--- src/sv/obst_pkg.sv ---
`timescale 1ns / 1ps
// shared constants, command codes and types for the optimal search tree cost block
package obst_pkg;

   localparam int MAX_KEYS_DEF  = 64;
   localparam int FREQ_BITS_DEF = 16;

   // fixed field widths of the stream beats
   localparam int FREQ_IN_W  = 16;
   localparam int COST_OUT_W = 28;
   localparam int KEY_OUT_W  = 7;
   localparam int REQ_DATA_W = 16;
   localparam int RSP_DATA_W = 48;

   localparam logic [COST_OUT_W-1:0] COST_SAT = '1;

   // datapath operation codes
   typedef logic [3:0] op_type;
   localparam op_type OP_NOP    = 4'd0;
   localparam op_type OP_LOAD   = 4'd1;
   localparam op_type OP_ZERO   = 4'd2;
   localparam op_type OP_DIAG   = 4'd3;
   localparam op_type OP_RD_LO  = 4'd4;
   localparam op_type OP_RD_HI  = 4'd5;
   localparam op_type OP_CAP    = 4'd6;
   localparam op_type OP_START  = 4'd7;
   localparam op_type OP_KREAD  = 4'd8;
   localparam op_type OP_KCMP   = 4'd9;
   localparam op_type OP_WRITE  = 4'd10;
   localparam op_type OP_RD_OUT = 4'd11;
   localparam op_type OP_OUT    = 4'd12;

   typedef struct packed {
      op_type op;
      logic   ovf;
   } cmd_type;

   typedef struct packed {
      logic out_busy;
   } sts_type;

endpackage

--- src/sv/obst_ctrl.sv ---
`timescale 1ns / 1ps
// sequencer for key loading and the interval sweep
module obst_ctrl #(
   parameter int MAX_KEYS = obst_pkg::MAX_KEYS_DEF,
   parameter int IW       = $clog2(MAX_KEYS + 2)
) (
   input  logic              clock,
   input  logic              reset,
   input  logic              req_tvalid,
   output logic              req_tready,
   input  logic              req_tlast,
   input  logic [IW-1:0]     root_rd,
   input  obst_pkg::sts_type sts,
   output obst_pkg::cmd_type cmd,
   output logic [IW-1:0]     idx_i,
   output logic [IW-1:0]     idx_j,
   output logic [IW-1:0]     idx_k,
   output logic [IW-1:0]     count
);

   localparam logic [3:0] S_LOAD  = 4'd0;
   localparam logic [3:0] S_INITA = 4'd1;
   localparam logic [3:0] S_INITB = 4'd2;
   localparam logic [3:0] S_NEXT  = 4'd3;
   localparam logic [3:0] S_R1    = 4'd4;
   localparam logic [3:0] S_R2    = 4'd5;
   localparam logic [3:0] S_R3    = 4'd6;
   localparam logic [3:0] S_R4    = 4'd7;
   localparam logic [3:0] S_KR    = 4'd8;
   localparam logic [3:0] S_KC    = 4'd9;
   localparam logic [3:0] S_WR    = 4'd10;
   localparam logic [3:0] S_OUT1  = 4'd11;
   localparam logic [3:0] S_OUT2  = 4'd12;

   logic [3:0]    state_ff, state_in;
   logic [IW-1:0] cnt_ff, cnt_in;
   logic          ovf_ff, ovf_in;
   logic [IW-1:0] i_ff, i_in, j_ff, j_in, k_ff, k_in, lo_ff, lo_in, hi_ff, hi_in;
   logic          keep;

   assign keep = cnt_ff < IW'(MAX_KEYS);

   always_comb begin
      state_in   = state_ff;
      cnt_in     = cnt_ff;
      ovf_in     = ovf_ff;
      i_in       = i_ff;
      j_in       = j_ff;
      k_in       = k_ff;
      lo_in      = lo_ff;
      hi_in      = hi_ff;
      req_tready = 1'b0;
      cmd.op     = obst_pkg::OP_NOP;
      cmd.ovf    = ovf_ff;
      case (state_ff)
         // take key beats
         S_LOAD: begin
            req_tready = 1'b1;
            if (req_tvalid) begin
               if (keep) begin
                  cmd.op = obst_pkg::OP_LOAD;
                  cnt_in = cnt_ff + IW'(1);
               end else begin
                  ovf_in = 1'b1;
               end
               if (req_tlast) begin
                  i_in     = IW'(1);
                  state_in = S_INITA;
               end
            end
         end
         // zero the empty intervals, fetch the key weight
         S_INITA: begin
            cmd.op = obst_pkg::OP_ZERO;
            if (i_ff == cnt_ff + IW'(1)) begin
               i_in     = cnt_ff;
               j_in     = cnt_ff + IW'(1);
               state_in = S_NEXT;
            end else begin
               state_in = S_INITB;
            end
         end
         S_INITB: begin
            cmd.op   = obst_pkg::OP_DIAG;
            i_in     = i_ff + IW'(1);
            state_in = S_INITA;
         end
         // advance over intervals, rows from the bottom
         S_NEXT: begin
            if (j_ff > cnt_ff) begin
               if (i_ff == IW'(1)) begin
                  state_in = S_OUT1;
               end else begin
                  i_in = i_ff - IW'(1);
                  j_in = i_ff;
               end
            end else begin
               state_in = S_R1;
            end
         end
         S_R1: begin
            cmd.op   = obst_pkg::OP_RD_LO;
            state_in = S_R2;
         end
         S_R2: begin
            cmd.op   = obst_pkg::OP_RD_HI;
            lo_in    = root_rd;
            state_in = S_R3;
         end
         S_R3: begin
            cmd.op   = obst_pkg::OP_CAP;
            hi_in    = root_rd;
            state_in = S_R4;
         end
         // knuth bound check, fall back to the full range
         S_R4: begin
            cmd.op = obst_pkg::OP_START;
            if (lo_ff < i_ff || hi_ff > j_ff || lo_ff > hi_ff) begin
               k_in  = i_ff;
               hi_in = j_ff;
            end else begin
               k_in = lo_ff;
            end
            state_in = S_KR;
         end
         S_KR: begin
            cmd.op   = obst_pkg::OP_KREAD;
            state_in = S_KC;
         end
         S_KC: begin
            cmd.op = obst_pkg::OP_KCMP;
            k_in   = k_ff + IW'(1);
            state_in = (k_ff == hi_ff) ? S_WR : S_KR;
         end
         S_WR: begin
            cmd.op   = obst_pkg::OP_WRITE;
            j_in     = j_ff + IW'(1);
            state_in = S_NEXT;
         end
         // wait for the result register, then post the beat
         S_OUT1: begin
            cmd.op = obst_pkg::OP_RD_OUT;
            if (!sts.out_busy) begin
               state_in = S_OUT2;
            end
         end
         S_OUT2: begin
            cmd.op   = obst_pkg::OP_OUT;
            cnt_in   = '0;
            ovf_in   = 1'b0;
            state_in = S_LOAD;
         end
         default: begin
            state_in = S_LOAD;
         end
      endcase
   end

   always_ff @(posedge clock) begin
      if (reset) begin
         state_ff <= S_LOAD;
         cnt_ff   <= '0;
         ovf_ff   <= 1'b0;
      end else begin
         state_ff <= state_in;
         cnt_ff   <= cnt_in;
         ovf_ff   <= ovf_in;
      end
      i_ff  <= i_in;
      j_ff  <= j_in;
      k_ff  <= k_in;
      lo_ff <= lo_in;
      hi_ff <= hi_in;
   end

   assign idx_i = i_ff;
   assign idx_j = j_ff;
   assign idx_k = k_ff;
   assign count = cnt_ff;

endmodule

--- config.mk ---
export PLATFORM = sky130hd
export DESIGN_NAME = obst_ctrl
export DESIGN_NICKNAME = d
export VERILOG_FILES = /design/src/sv/obst_pkg.sv /design/src/sv/obst_ctrl.sv
export SDC_FILE = /design/constraint.sdc
export NUM_CORES = 1
export LEC_CHECK = 0
export ABC_AREA = 1
export BUFFER_PORTS_ARGS = -buffer_cell sky130_fd_sc_hd__buf_2
export CORE_MARGIN = 4
export CORE_UTILIZATION = 40
export DETAILED_ROUTE_END_ITERATION = 12
export PLACE_DENSITY = 0.66
export RECOVER_POWER = 25
export SYNTH_ARGS = -nofsm -noshare
export SYNTH_HDL_FRONTEND = slang
export SYNTH_SLANG_ARGS = --single-unit
--- constraint.sdc ---
create_clock -name clock -period 2.48 [get_ports clock]
set_input_delay 0.124 -clock clock [delete_from_list [all_inputs] [get_ports clock]]
set_output_delay 0.124 -clock clock [all_outputs]
set_load 0.1 [all_outputs]
==> results.md, run 1 <==
- DP Wirelength: slightly above 9 mm
- CP arrival: 2.26 ns
- Clk root buf: clkbuf_8
- Leakage: 0.001906 uW
- Clock latency on the worst-skew pair: approximately 0.30 ns
- Critical path peak fanout: 5
- CP peak stage delay: about 0.43 ns
- Crit path kind: register to primary output
- Cts repair resizes: 0
- Worst rel slew slack: between 20% and 30%
- Synth async-reset ratio: 0%
- Hold_ws: about 0.023 ns
- Max-Cap Viols: 0
- Commonest cells in the netlist: nand2_1, inv_1, nand3_1
- Total die area: 10650 um2
- Routed WL per cell: roughly 17 um
- Crit path time final: 2.383 ns
- Vias per inst: 5.556
- Mapped Cells: 489
- Top-count cell post-synth: nand2_1
- I/O pins: 46
- Antenna violation net count after detailed routing: 0
- Startpoint Class: register
- Synthesized Nets: 534
- Area contributors post-synth: edfxtp_1, nand2_1, ha_1, inv_1, dfxtp_1
- Grt ovf: 0
- WHS Path Cells: 1
- Final Skew: 0.005385 ns
- Slowest CP cell: buf_2
- Netlist cell types: 36
- Post-synth EDFFs: 35
- I/O Buffers: 45
- GRT Resource Usage Total: 21.73%
- Area grow syn2layout: 17.47%
- Global-route wire length before repair: 17.82 mm
- Fin nets: 601
- CTS tree: done
- Pwr Density: approximately 490 nW/um2
- # setup viols final: 0
- # clock sinks: 47
- Min-delay worst type: input pin to register
- Finished Core Util: 48.59%
- Gp weighted congestion: 1.056
- WP depth: 7
- Most used cell, CP: inv_1
- Antenna diodes: 0
- Final Hold Viols: 0
- Post-Syn Area: between 3000 and 4000 um2
- # rows: 34
- CP Data Required Time: 2.36 ns
- H-Tree Depth: 2
- Detailed Route Iter0 Violations: 239
- Area taken by multi-input logic gates: 2085 um2
- Cell family with most CP delay: buffers and inverters
- Vias in the first global route: approximately 3600
- DR vias: 3695
- Slew Limit Fails: 0
- Post-synthesis sequential area ratio: 35.62%
- CORE AREA: 8763 um2
- Antenna violations before repair: 0
- CP Capture Type: primary output
- Yosys top cell area share: 29.00%
- Highest Clock Rate: 0.4197 GHz
- Number of synthesized register bits: between 40 and 50
- Total iterations of the first detailed-routing run: 5
- Layout cells sized above 1: 14.72%
- Reg clk slew, reported paths: 0.09 ns
- Filler cell count: 877
- Reg2reg path depth: 11
- Peak VDD IR: 0.3134 mV
- Chip height: 103.2 um
- Area leader, netlist: edfxtp_1
- Post-route DRC violation count: 0
- Worst Tran Pin Value: 1.203 ns
- Seq. cell area: 1300 um2
- Final Cycle Share: 96.07%
- Final instance area: 4258 um2
- RSZ-0062 raised after global routing: no
- Pin count of the biggest net entering global routing: 17
- Dominant synthesized flop cell: edfxtp_1
- CP Buf/Inv Count: 4
- Clock Path Buffers: 2
- Placed cell areas: roughly 4200 um2
- Synth Area per Inst: between 7 and 8 um2
- Total Wirelength: approximately 11 mm
- Die width: between 100 and 150 um
- Worst-path cell chain: inv_1 > nor2_1 > inv_1 > nor2_1 > inv_1 > nand3_1 > buf_2
- CTS Buf Count: 5
- Synth Warn #: 0
- Status: finished, final reports clean
- Initial Utilization: about two fifths
[layout by cell type, fill, tap and decap left out, types with 2 or more instances in the layout]
cell           instances
inv_1                 66
dlygate4sd3_1          2
nor2_4                 4
o211ai_1               8
xor2_1                 4
nand2_1              122
nor2_1                37
a21oi_1               29
buf_2                 20
buf_4                 19
clkbuf_8               5
or2_2                  3
inv_2                  4
ha_1                  32
or2_1                  2
o31ai_1                3
dfxtp_1                5
o2111ai_1              2
o21ai_0               23
nor3_1                 5
nand3_1               41
clkbuf_1              25
clkinv_2               2
a31oi_1                2
nand2_2                5
edfxtp_1              35
o21a_1                 2
nand4_1               17
dfxtp_2                7
nor2_2                 6
o221ai_1               3
xnor2_1                4
[area by class of cell]
class,instances,share of cell area [%]
clock inverter,3,0.4702
timing repair buffer,67,8.845
clock buffer,5,1.616
tap,108,3.174
inverter,72,6.406
sequential,47,30.53
multi-input combinational,363,48.96
[kinds of logic after synthesis]
logic type	synth area share, %
flops	35.62
fa+ha+maj	11.39
compound gates	12.94
buf+inv	8.561
xor+xnor	1.933
simple gates	29.55
[metrics by stage]
step,instances,setup TNS [ns],total power [uW],setup WS [ns]
finish,665,0,2107,0.09736
floorplan,489,-3.045,1468,-0.3375
detailed placement,654,0,1647,0.1416
global placement,654,0,1640,0.2182
CTS,663,0,2122,0.1079
global route,665,0,2213,0.005257
[worst paths after layout]
path / startpoint / to / slack, ns
worst min-delay path: root_rd[0] / lo_ff[0]$_DFFE_PP_ / 0.02
worst max register to register: idx_j[2]$_DFFE_PP_ / hi_ff[1]$_DFFE_PP_ / 0.26
worst max-delay path: state_ff[1]$_SDFFE_PP0P_ / cmd[1] / 0.1
worst min register to register: ovf_ff$_SDFFE_PP0P_ / ovf_ff$_SDFFE_PP0P_ / 0.48
[power breakdown]
part,internal (uW),switching (uW)
clock,197,275
sequential,886,36.5
combinational,176,538
total,1260,849
[state kept, by name (all words and copies together) (netlist names)]
name      flops
idx_j         7
count         7
lo_ff         7
state_ff      4
idx_k         7
ovf_ff        1
idx_i         7
hi_ff         7
[per-layer routing]
metal | GRT usage (%) | vias up | share of wire [%]
li1 | - | 1793 | -
met1 | 28.29 | 1715 | 43
met2 | 36.61 | 157 | 47
met3 | 3.353 | 30 | 6.3
met4 | 7.869 | 0 | 3.5
met5 | 0 | - | 0
[worst reg2reg max path, cell delays in order (launching register included)]
cell and delay (ns):
edfxtp_1 0.47, inv_1 0.11, ha_1 0.34, a21oi_1 0.16, o21ai_0 0.10, nand2_1 0.06, o211ai_1 0.09, nand2_2 0.18
nand3_4 0.16, nor2_4 0.15, nor3_4 0.05, buf_12 0.14
[timing repair]
item / CTS / global route
hold endpoints to repair: 1 / 1
setup endpoints to repair: 0 / 7
hold buffers: 1 / 1
buffers inserted: 0 / 1
(Power assumes the default switching activity.)
==> run 2: changes to the inputs <==
--- a/config.mk
+++ b/config.mk
@@ -6,11 +6,11 @@
 export NUM_CORES = 1
 export LEC_CHECK = 0
 export ABC_AREA = 1
-export BUFFER_PORTS_ARGS = -buffer_cell sky130_fd_sc_hd__buf_2
-export CORE_MARGIN = 4
+export CORE_MARGIN = 2
 export CORE_UTILIZATION = 40
 export DETAILED_ROUTE_END_ITERATION = 12
-export PLACE_DENSITY = 0.66
+export DONT_BUFFER_PORTS = 1
+export PLACE_DENSITY = 0.61
 export RECOVER_POWER = 25
 export SYNTH_ARGS = -nofsm -noshare
 export SYNTH_HDL_FRONTEND = slang
==> results.md, run 2 (synthesis results as in run 1) <==
- Gp weighted congestion: 0.9154 (-13%)
- Min-delay worst type: input pin to register
- Hold_ws: 0.01682 ns (-0.006137 ns)
- Fin nets: 587 (-2.3%)
- CP Capture Type: register
- Post-route DRC violation count: 0 (unchanged)
- Worst setup endpoint: hi_ff[1]$_DFFE_PP_
- Die width: 99.20 um (-3.9%)
- CTS tree: done
- Antenna diodes: 0 (unchanged)
- Gate power share: 31.0% (-2.8 points)
- Max-Cap Viols: 0 (unchanged)
- Initial Utilization: 41.36% (unchanged)
- Chip height: 99.20 um (-3.9%)
- Final Skew: 0.01320 ns (+0.007811 ns)
- Worst setup startpoint: hi_ff[2]$_DFFE_PP_
- Crit Reg-Reg Endpoint: hi_ff[1]$_DFFE_PP_
- GR Util met2: 37.42% (+0.82 points)
- RSZ-0062 raised after global routing: no
- Most common cell after layout, fill and taps aside: nand2_1
- Grt ovf: 0 (unchanged)
- Critical path peak fanout: 8 (+3)
- CORE AREA: 8763 um2 (unchanged)
- Switching Share: 36.16% (-4.1 points)
- H-Tree Depth: 2 (unchanged)
- Routed WL per cell: 16.81 um (+0.15%)
- Startpoint Class: register
- Worst Tran Pin Value: 1.340 ns (+0.1370 ns)
- CP arrival: 2.26 ns (about the same)
- Leakage: 0.001921 uW (+0.80%)
- DP Wirelength: 8.884 mm (-2.1%)
- Reg clk slew, reported paths: 0.08 ns (about the same)
- Routing usage on met3: 4.919% (+1.6 points)
- Most frequent cells in the layout: nand2_1, inv_1, nand3_1
- Crit path time final: 2.296 ns (-0.08627 ns)
- Cts repair resizes: 0 (unchanged)
- Power share of the clock group: 29.2% (+6.8 points)
- Sequential power share: 39.8% (-4.0 points)
- Switch Pwr: 834.9 uW (-1.7%)
- Clock Path Buffers: 2 (unchanged)
- Vias per inst: 5.467 (-1.6%)
- Final Hold Viols: 0 (unchanged)
- CP Data Required Time: 2.45 ns (+0.09 ns)
- Clk root buf: clkbuf_8
- Global-route wire length before repair: 17.98 mm (+0.93%)
- Slew Limit Fails: 0 (unchanged)
- Worst rel slew slack: 10.67% (-9.5 points)
- Area grow syn2layout: 19.09%
- Filler cell count: 874 (-0.34%)
- I/O pins: 46 (unchanged)
- Antenna violation net count after detailed routing: 0 (unchanged)
- Most Crowded Layer GR: met2
- Highest Clock Rate: 0.4355 GHz (+3.8%)
- Status: finished, final reports clean
- Total Wirelength: 10.95 mm (-2.0%)
- Detailed Route Iter0 Violations: 177 (-26%)
- Total iterations of the first detailed-routing run: 5 (unchanged)
- Pin count of the biggest net entering global routing: 17 (unchanged)
- Crit path kind: register to register
- Peak VDD IR: 0.2303 mV (-27%)
- Met1 Usage GRT: 29.91% (+1.6 points)
- Post-route insts no fill: 651 (-2.1%)
- Total die area: 9840 um2 (-7.6%)
- GRT Resource Usage Total: 23.14% (+1.4 points)
- Antenna violations before repair: 0 (unchanged)
- Area taken by multi-input logic gates: 2085 um2 (unchanged)
- Seq. cell area: 1300 um2 (unchanged)
- Clock latency on the worst-skew pair: 0.31 ns (about the same)
- Int Power: 1474 uW (+17%)
- DR vias: 3559 (-3.7%)
- Reg2reg path depth: 9 (-2)
- # clock sinks: 47 (unchanged)
- Reg2reg setup slack: 0.18 ns (-0.08 ns)
- Pwr Density: 534.9 nW/um2 (+8.1%)
- Layout cells sized above 1: 13.81% (-0.91 points)
- Placed cells: 634 (-3.1%)
- I/O Buffers: 0 (-100%)
- # setup viols final: 0 (unchanged)
- CTS Buf Count: 5 (unchanged)
- # rows: 34 (unchanged)
- FF-to-FF Start: hi_ff[2]$_DFFE_PP_
- Vias in the first global route: 3477 (-2.9%)
- Final Cycle Share: 92.60% (-3.5 points)
-- run 2: worst min-delay path by stage --
stage,from,endpoint,cells after the start
final,root_rd[5],hi_ff[5]$_DFFE_PP_,2
after detailed placement,reset,count[3]$_SDFFE_PP0P_,1
after CTS,sts,state_ff[3]$_SDFFE_PP0P_,2
after global placement,reset,count[5]$_SDFFE_PP0P_,1
after floorplan,root_rd[0],lo_ff[0]$_DFFE_PP_,0
after global routing,root_rd[5],hi_ff[5]$_DFFE_PP_,2
-- run 2: power groups by stage --
stage / combinational [uW] / sequential, uW / clock (uW)
2_1_floorplan: 336 / 1130 / 0
3_3_place_gp: 697 / 933 / 0
3_5_place_dp: 700 / 935 / 0
4_1_cts: 718 / 917 / 691
5_1_grt: 776 / 922 / 725
6_report: 717 / 918 / 674
-- run 2: area by class of cell --
type	instances	area share, %
clock inverter	2	1.391
inverter	72	6.319
clock buffer	6	1.681
multi-input combinational	363	48.29
tap	108	3.130
sequential	47	30.12
timing repair buffer	53	9.072
-- run 2: critical path: stages (launching register included) --
cell and delay, ns:
edfxtp_1 0.47, ha_1 0.35, nand2_1 0.06, o21ai_0 0.17, nand2_1 0.08, o211ai_1 0.10
nand2_2 0.17, nand3_4 0.15, nor2_4 0.06, nor3_4 0.36
-- run 2: timing repair --
action	in CTS	in global routing
hold buffers	9	0
buffers inserted	0	0
endpoints found under the hold margin	18	0
-- run 2: through the flow --
stage	setup TNS [ns]	instance area (um2)	power (uW)	setup WS, ns	util [%]
after floorplan	-3.045	3697	1468	-0.3375	-
after global placement	0	4135	1631	0.2705	47.19
after detailed placement	0	4135	1635	0.2144	47.19
after CTS	0	4358	2326	0.2044	49.73
after global routing	0	4317	2423	0.01013	49.26
final	0	4317	2309	0.1836	49.26
-- run 2: layer usage --
layer / part of all wire, % / wire (um)
met3: 7.6 / 837
met4: 3.8 / 413
met5: 0 / 0
met1: 43 / 4692
met2: 46 / 5003
==> run 3: changes to the inputs <==
--- a/config.mk
+++ b/config.mk
@@ -7,10 +7,10 @@
 export LEC_CHECK = 0
 export ABC_AREA = 1
 export CORE_MARGIN = 2
-export CORE_UTILIZATION = 40
+export CORE_UTILIZATION = 55
 export DETAILED_ROUTE_END_ITERATION = 12
 export DONT_BUFFER_PORTS = 1
-export PLACE_DENSITY = 0.61
+export PLACE_DENSITY = 0.78
 export RECOVER_POWER = 25
 export SYNTH_ARGS = -nofsm -noshare
 export SYNTH_HDL_FRONTEND = slang
==> results.md, run 3 (synthesis results as in run 1) <==
- Slowest CP cell: clkbuf_1
- Layout cells sized above 1: 13.47% (-0.34 points)
- Worst Tran Pin Value: 1.324 ns (-0.01593 ns)
- Clock Path Buffers: 2 (unchanged)
- Slew Limit Fails: 0 (unchanged)
- Total die area: 7256 um2 (-26%)
- Clock latency on the worst-skew pair: 0.31 ns (about the same)
- Highest Clock Rate: 0.4282 GHz (-1.7%)
- Initial Utilization: 57.08% (+16 points)
- Crit path kind: register to register
- Reg clk slew, reported paths: 0.09 ns (about the same)
- Global-route wire length before repair: 17.20 mm (-4.3%)
- CTS tree: done
- Die width: 85.18 um (-14%)
- Setup TNS: 0 ns (unchanged)
- Pin count of the biggest net entering global routing: 17 (unchanged)
- Finished Core Util: 67.00% (+18 points)
- H-Tree Depth: 2 (unchanged)
- Filler cell count: 558 (-36%)
- Detailed Route Iter0 Violations: 226 (+28%)
- I/O pins: 46 (unchanged)
- Total iterations of the first detailed-routing run: 7 (+2)
- Antenna diodes: 0 (unchanged)
- Post-Route M1 WL: 4.147 mm (-12%)
- CP peak stage delay: 0.97 ns (+0.50 ns)
- Grt ovf: 0 (unchanged)
- # rows: 29 (-15%)
- Clk root buf: clkbuf_8
- Final Cycle Share: 94.16% (+1.6 points)
- Routed WL per cell: 17.58 um (+4.6%)
- Antenna violations before repair: 0 (unchanged)
- Peak VDD IR: 0.3211 mV (+39%)
- Vias in the first global route: 3521 (+1.3%)
- Highest metal used: met4
- Total Wirelength: 10.89 mm (-0.56%)
- Hold_ws: 0.01594 ns (-0.0008807 ns)
- CP Data Required Time: 2.54 ns (+0.09 ns)
- Crit path time final: 2.335 ns (+0.03880 ns)
- Area grow syn2layout: 17.36%
- Vias per inst: 6.000 (+9.7%)
- Final Skew: 0.007357 ns (-0.005838 ns)
- Most frequent cells in the layout: nand2_1, inv_1, nand3_1
- Gp weighted congestion: 1.003 (+9.5%)
- CTS Buf Count: 5 (unchanged)
- Most used cell, CP: nand2_1
- Max-Cap Viols: 0 (unchanged)
- Startpoint Class: register
- Worst rel slew slack: 11.73% (+1.1 points)
- Chip height: 85.18 um (-14%)
- Min-delay worst type: input pin to register
- Routed length on met3: 1.032 mm (+23%)
- DR vias: 3714 (+4.4%)
- GRT Resource Usage Total: 30.43% (+7.3 points)
- # setup viols final: 0 (unchanged)
- Detail Route met2 WL: 5.269 mm (+5.3%)
- CP arrival: 2.40 ns (+0.14 ns)
- Tot Pwr: 2215 uW (-4.0%)
- Leakage: 0.001910 uW (-0.58%)
- Most common cell after layout, fill and taps aside: nand2_1
- Antenna violation net count after detailed routing: 0 (unchanged)
- Status: finished, final reports clean
- RSZ-0062 raised after global routing: no
- # clock sinks: 47 (unchanged)
- Pwr Density: 520.8 nW/um2 (-2.6%)
- CORE AREA: 6350 um2 (-28%)
- CP Capture Type: register
- I/O Buffers: 0 (unchanged)
- Post-route DRC violation count: 0 (unchanged)
- Critical path peak fanout: 7 (-1)
- Worst-path cell chain: clkbuf_1 > nand2_1 > nand2_1 > nor2_2 > a21oi_1 > or2_1 > nor2_4
- DP Wirelength: 8.501 mm (-4.3%)
- Final Hold Viols: 0 (unchanged)
- Fin nets: 586 (-0.17%)
run 3: final timing paths:
path	from	to	slack [ns]	cells past startpoint
max reg2reg	idx_i[6]$_DFFE_PP_	idx_j[0]$_DFFE_PP_	0.14	7
min	root_rd[3]	hi_ff[3]$_DFFE_PP_	0.02	2
max	idx_i[6]$_DFFE_PP_	idx_j[0]$_DFFE_PP_	0.14	7
min reg2reg	count[4]$_SDFFE_PP0P_	count[4]$_SDFFE_PP0P_	0.51	2
run 3: cell type report:
cell class	instances	area, um2	share of cell area, %
multi-input cells	363	2085	49.00
flip-flops and latches	47	1300	30.56
clock inverters	3	38.79	0.9118
well taps	77	96.34	2.265
inverters	72	272.8	6.412
clock buffers	5	68.82	1.618
repair buffers	52	392.9	9.235
run 3: power breakdown:
part	leakage (uW)	switching (uW)	internal [uW]
Clock	0.0000556	272	296
Combinational	0.00143	543	186
Sequential	0.000423	32.9	886
Total	0.00191	848	1370
run 3: per-layer routing:
layer | track usage (%) | vias to the layer above
met1 | 36.18 | 1691
li1 | - | 1768
met2 | 53.55 | 210
met3 | 5.739 | 45
met5 | 0 | -
met4 | 12.99 | 0
run 3: critical path: cells and delay by family (launching register included):
family	cells	cell delay [ns]
buf+inv	1	0.97
compound gates	1	0.13
simple gates	5	0.61
flops	1	0.38
run 3: repair_timing:
item                                    in CTS  in global routing
endpoints found under the setup margin       0                  7
hold endpoints to repair                    18                  0
hold buffers                                 9                  0
buffers inserted                             0                  1
resized for setup                            0                  0
run 3: through the flow:
step | instance area, um2 | setup WS [ns] | std cells
6_report | 4254 | 0.1448 | 619
5_1_grt | 4254 | 0.05527 | 619
4_1_cts | 4279 | 0.1034 | 618
3_5_place_dp | 4081 | 0.1288 | 601
3_3_place_gp | 4081 | 0.2105 | 601
2_1_floorplan | 3697 | -0.3375 | 489
